File: src/hw/rtl/kse_pkg.sv
// shared types and constants for the key sort engine
`timescale 1ns / 1ps

package kse_pkg;

   localparam int KSE_DEPTH = 64;
   localparam int KEY_W     = 19;
   localparam int TAG_W     = 6;
   localparam int REQ_DW    = 32;
   localparam int RSP_DW    = 32;

   typedef struct packed {
      logic [KEY_W-1:0] key;
      logic [TAG_W-1:0] tag;
   } rec_type;

   typedef struct packed {
      logic insert;
      logic shift;
   } cell_ctrl_type;

   typedef enum logic [1:0] {
      ST_LOAD  = 2'b01,
      ST_DRAIN = 2'b10
   } state_type;

endpackage

File: src/hw/rtl/kse_cell.sv
// one slot of the insertion chain: holds a record, shifts right on insert, left on drain
`timescale 1ns / 1ps

module kse_cell (
   input  logic                   clock,
   input  logic                   reset,
   input  kse_pkg::cell_ctrl_type ctrl,
   input  kse_pkg::rec_type       new_rec,
   input  kse_pkg::rec_type       left_rec,
   input  logic                   left_valid,
   input  logic                   left_take,
   input  kse_pkg::rec_type       right_rec,
   input  logic                   right_valid,
   output kse_pkg::rec_type       rec,
   output logic                   valid,
   output logic                   take
);
   import kse_pkg::*;

   rec_type rec_ff, rec_in;
   logic    valid_ff, valid_in;

   // empty slot counts as larger than any key; equal keys stay put
   assign take = !valid_ff || (rec_ff.key > new_rec.key);

   always_comb begin
      rec_in   = rec_ff;
      valid_in = valid_ff;
      if (ctrl.insert) begin
         if (take) begin
            rec_in   = left_take ? left_rec : new_rec;
            valid_in = left_valid;
         end
      end else if (ctrl.shift) begin
         rec_in   = right_rec;
         valid_in = right_valid;
      end
   end

   always_ff @(posedge clock) begin
      if (reset) begin
         valid_ff <= 1'b0;
      end else begin
         valid_ff <= valid_in;
      end
   end

   always_ff @(posedge clock) begin
      rec_ff <= rec_in;
   end

   assign rec   = rec_ff;
   assign valid = valid_ff;

endmodule
File: config.mk
export PLATFORM = sky130hd
export DESIGN_NAME = kse_cell
export DESIGN_NICKNAME = d
export VERILOG_FILES = /design/src/hw/rtl/kse_pkg.sv /design/src/hw/rtl/kse_cell.sv
export SDC_FILE = /design/constraint.sdc
export NUM_CORES = 1
export LEC_CHECK = 0
export BUFFER_PORTS_ARGS = -buffer_cell sky130_fd_sc_hd__buf_2
export CORE_UTILIZATION = 28
export DETAILED_ROUTE_END_ITERATION = 8
export SLEW_MARGIN = 5
export SYNTH_ARGS = -nofsm -noshare
export SYNTH_HDL_FRONTEND = slang
export SYNTH_SLANG_ARGS = --single-unit
File: constraint.sdc
create_clock -name clock -period 4.8 [get_ports clock]
set_input_delay 0.72 -clock clock [delete_from_list [all_inputs] [get_ports clock]]
set_output_delay 0.72 -clock clock [all_outputs]
set_load 0.01 [all_outputs]
==> flow_summary.ini, run 1 <==
[status]
status = finished clean

[power_and_ir_drop]
power_leakage_uw = 0.00126
irDropWorstVdd_mv = 0.107
combPwrFrac_pct = 31.3
seqPwrFrac_pct = 48.0
p_switching_uw = 188
p_sw_share_pct = 30.5
power_frac_clock_pct = 20.7
powerDensity_nw_per_um2 = 247
p_int_uw = 429

[detailed_routing]
via_count = 1689
dr.pass1.iters = 4
wl_per_cell_um = 12.1
ant_nets = 0
drt_iter0_drc = 31
detail_route.vias_per_cell = 4.56
drc_errors = 0
wirelength_um = 4470

[worst_setup_path]
critPathMaxFanout = 3
r2r_start = rec[24]
start_kind = primary input
cp.arrival_ns = 2.29
critPathCaptureType = output pin
required_ns = 4.08
startpoint = new_rec[24]
worst-setup-path-type = in2out

[placement]
pre_cts_ws_ns = 1.78
portBuffers = 108
place_hpwl_um = 3540
place_congestion = 0.805
placed_cell_area_um2 = 2460

[timing]
worstMarginPinSlew_ns = 0.886
hold_violations = 0
setup_violations = 0
rsz0062_at_grt = no
min_period_ns = 3.01
maxSlewViolCount = 0
fmax_mhz = 332
holdWs_ns = 0.762
tns_ns = 0
maxSlewHeadroom_pct = 40.9
setup_slack_ns = 1.79
post-route-period-util_pct = 62.7
fin_worst_skew_ns = 0.00585

[final_layout]
layout_common_cells = buf_2, a21oi_1, nor2_1
layout.nets = 395
fillers = 663
drive_above_1_share_pct = 39.6
final_util_pct = 39.2
antenna_cells = 0
final_common_cell = buf_2
synthToLayoutAreaGrowth_pct = 34.9
final_area_um2 = 2500

[synthesis]
yosys_register_bits = 26
netlist.area_leader.share_pct = 40.5
yosys_warnings = 0
synth_largest_area_cell = edfxtp_1
syn_area_um2 = 1860
yosysSeqAreaShare_pct = 41.5
synth_flop_cell = edfxtp_1
ys_types = 30
synthArstFlopShare_pct = 0
synth-edff-count = 25
synth.area.top_cells = edfxtp_1, mux2i_1, ha_1, a21oi_1, nor2_1
syn_nets = 291
postSynthCellCount = 190
avgSynthCellArea_um2 = 9.77

[die]
die_h_um = 83.4
core_um2 = 6390
rows = 29
fp.dieArea_um2 = 6960
ioPinCount = 109
start_util_pct = 29.1
fp.dieW_um = 83.4

[clock_tree]
clk_path_buf_depth = 2
cts_buffers = 3
clk_pin_slew_worst_paths_ns = 0.09
insertion_delay_ns = 0.27
cts.root.buffer_cell = clkbuf_8
cts_max_level = 1
hold_buffers = 0
cts_tree = done
cts.sinks = 26
cts_setup_buffers = 0
post_cts_resized = 0

[flow_run]
maxCapViolCount = 0

[global_routing]
grt_pass1_vias = 1643
grt_use_total_pct = 13.3
antenna_found_initial = 0
grt_max_degree = 56
gr-total-overflow = 0
grt_first_pass_wirelength_um = 7490

[worst_hold_path]
hp-start = right_rec[20]
min_path_type = in2reg
## cell families (layout without fill, tap and decap cells)
family,after synthesis,count (layout),share of synthesized area (%)
adders and majority gates,19,19,12.8
and+or+nand+nor,44,44,11.6
AOI/OAI and AO/OA,47,47,14.1
DFF,26,26,41.5
muxes,25,25,13.5
buffers and inverters,29,132,6.47
## power groups by stage
stage	registers, uW	clock network (uW)	logic (uW)
4_1_cts	297	134	197
3_5_place_dp	302	0	196
3_3_place_gp	300	0	194
2_1_floorplan	315	0	96.9
6_report	296	128	193
5_1_grt	300	140	220
## cells in the mapped netlist, drive strengths merged, types with 2 or more instances
library cell,count
o21ai,4
ha,19
nor2b,3
nand2,4
inv,20
buf,4
edfxtp,25
mux2i,25
a21oi,34
nand4,5
a211oi,2
nor2,27
clkbuf,5
## critical path, stage by stage
cell	delay, ns
buf_2	0.09
inv_1	0.03
ha_1	0.33
a21oi_1	0.14
o21ai_0	0.13
a211oi_1	0.51
a31oi_1	0.16
buf_2	0.17
## worst paths after layout
| path | endpoint | slack, ns | cells past startpoint |
|---|---|---|---|
| min | rec[20] | 0.76 | 3 |
| min reg2reg | valid | 0.77 | 3 |
| max | take | 1.79 | 8 |
| max reg2reg | rec[4] | 2.26 | 5 |
## state kept, by name (all words and copies together), names as in the netlist
name	count
rec	25
valid	1
## layer usage
metal  share of wire (%)  track usage, %
met1                  45            17.5
met2                  47            22.1
met3                 6.5            1.99
met4                 1.9            5.02
met5                   0               0
## cell type report
class,count,area (um2),area share [%]
flip-flops and latches,26,771,30.8
repair buffers,108,541,21.6
inverters,20,75.1,3.00
well taps,77,96.3,3.85
clock inverters,1,3.75,0.150
multi-input cells,135,976,39.0
clock buffers,3,41.3,1.65
## stage by stage
stage	cells	power, uW
after CTS	370	628
final	370	617
after global placement	366	495
after detailed placement	366	498
after floorplan	190	412
after global routing	370	660
No activity file was read; power rests on OpenSTA's default activity.
==> run 2, diff against run 1 <==
- ABC_AREA: unset -> 1
- clock period: 4.8 -> 3 ns (I/O delays scaled with it)
==> run 2 against run 1 <==
  * The flow now finishes with violations (DRC)
  * Via count grew 9.9%
  * Wire length grew 8.9%
  * Count of clock-buffer cells in the layout grew 1
  * Clock power grew 75%
  * Combinational power grew 57%
  * Synthesized cell count grew 26%
  * Critical endpoint unchanged
  * Highest routed layer unchanged
==> flow_summary.ini, run 2 <==
[clock_tree]
clk_pin_slew_worst_paths_ns = 0.09
cts_setup_buffers = 0
clk_path_buf_depth = 2
post_cts_resized = 0
cts_max_level = 1
cts_buffers = 3
insertion_delay_ns = 0.27
cts_tree = done
cts.sinks = 26
hold_buffers = 0
cts.root.buffer_cell = clkbuf_8

[timing]
post-route-period-util_pct = 74.6
setup_slack_ns = 0.761
holdWs_ns = 0.410
rsz0062_at_grt = no
setup_violations = 0
hold_violations = 0
worstMarginPinSlew_ns = 0.473
fmax_mhz = 447
maxSlewHeadroom_pct = 68.5
fin_worst_skew_ns = 0.00259
min_period_ns = 2.24
tns_ns = 0
maxSlewViolCount = 0

[status]
violations = DRC
status = finished, violations left

[die]
fp.dieArea_um2 = 7050
fp.dieW_um = 84.0
start_util_pct = 29.3
core_um2 = 6420
die_h_um = 84.0
rows = 29
ioPinCount = 109

[global_routing]
grt_pass1_vias = 1816
grt_max_degree = 28
grt_first_pass_wirelength_um = 8200
antenna_found_initial = 0
grt_use_total_pct = 14.6
gr-total-overflow = 0

[worst_hold_path]
min_path_type = in2reg
hp-start = reset

[synthesis]
synth-edff-count = 25
synthArstFlopShare_pct = 0
postSynthCellCount = 239
avgSynthCellArea_um2 = 7.87
yosys_register_bits = 26
syn_area_um2 = 1880
ys_types = 24
synth.area.top_cells = edfxtp_1, ha_1, nand2_1, o21ai_1, nor2_1
yosys_warnings = 0
syn_nets = 340
yosysSeqAreaShare_pct = 41.0
netlist.area_leader.share_pct = 39.9
synth_largest_area_cell = edfxtp_1
synth_flop_cell = edfxtp_1
synth_common_cells = nand2_1, o21ai_1, nor2_1
yosysMostFrequentCell = nand2_1

[worst_setup_path]
cp.arrival_ns = 1.79
critPathTopFamily = simple AND/OR/NAND/NOR gates
cp_cell_sequence = ha_1 -> nand2_2 -> inv_1 -> nand2_1 -> nand2_1 -> a21oi_1 -> nand3_2 -> nand2_2 -> nand2_1 -> buf_2
slowest_stage = edfxtp_1
critPathMaxFanout = 2
slowest_delay_ns = 0.40
worst-setup-path-type = reg2out
cp.buffers_inverters = 2
required_ns = 2.55
cp_common_cell = nand2_1
critPathCaptureType = output pin
r2r_start = rec[24]
startpoint = rec[24]
start_kind = register

[detailed_routing]
dr.pass1.iters = 6
detail_route.vias_per_cell = 4.41
wirelength_um = 4870
drc_errors = 16
wl_per_cell_um = 11.6
via_count = 1857
drt_iter0_drc = 56
ant_nets = 0

[final_layout]
layout_common_cells = buf_2, nand2_1, o21ai_1
final_area_um2 = 2540
antenna_cells = 0
final_common_cell = buf_2
drive_above_1_share_pct = 37.2
fillers = 680
synthToLayoutAreaGrowth_pct = 35.2
layout.nets = 446
largest_reg_flops = 25

[power_and_ir_drop]
power_leakage_uw = 0.00134
irDropWorstVdd_mv = 0.160
powerDensity_nw_per_um2 = 390

[placement]
portBuffers = 108
pre_cts_ws_ns = 0.657
place_congestion = 0.738
place_hpwl_um = 3820
placed_cell_area_um2 = 2490

[flow_run]
maxCapViolCount = 0
==> run 2: cell count changes after synthesis, sizes merged, moves of 2 or more <==
cell	delta
nor2b	-3
nor2	+6
clkbuf	-2
a211oi	-2
nand2	+50
nand4	-4
buf	+2
inv	+11
mux2i	-24
a21oi	-28
nand3	+3
o21ai	+47
==> run 2: final cells by class <==
class	count	area (um2)	area share, %
multi-input combinational	173	951	37.4
inverter	31	116	4.57
timing repair buffer	110	556	21.8
tap	77	96.3	3.79
clock buffer	4	55.1	2.16
sequential	26	771	30.3
==> run 2: tightest hold or removal path: cells and delay by family <==
| family | cells | cell delay (ns) |
|---|---|---|
| buf+inv | 2 | 0.10 |
| simple gates | 2 | 0.08 |
==> run 2: power breakdown <==
part           leakage (uW)  internal [uW]  switching, uW
sequential         0.000263            449           17.6
clock             0.0000288            117            107
combinational       0.00105            133            170
total               0.00134            699            294
==> run 2: logic make-up after synthesis <==
family / count (synthesis) / synth area share [%]
adder cells (fa/ha/maj): 19 / 12.6
buffers and inverters: 40 / 8.51
flip-flops: 26 / 41.0
AND/OR/NAND/NOR: 95 / 21.6
AO/OA/AOI/OAI: 58 / 15.8
multiplexers: 1 / 0.532
==> run 2: final timing paths <==
kind,endpoint,slack (ns),depth (start not counted)
setup reg to reg,rec[13],0.89,11
hold / removal,valid,0.41,4
hold reg to reg,valid,0.61,4
setup / recovery,take,0.76,10
==> run 2: metal layers <==
metal | wire length, um | global-route usage, %
met1 | 2170 | 17.1
met2 | 2310 | 26.8
met3 | 351 | 3.26
met4 | 47 | 3.29
met5 | 0 | 0
==> run 2: stage by stage <==
stage / power [uW] / util, % / cells
floorplan: 651 / - / 239
global placement: 779 / 38.8 / 417
detailed placement: 785 / 38.8 / 417
CTS: 1020 / 39.6 / 421
global route: 1080 / 39.6 / 421
finish: 993 / 39.6 / 421
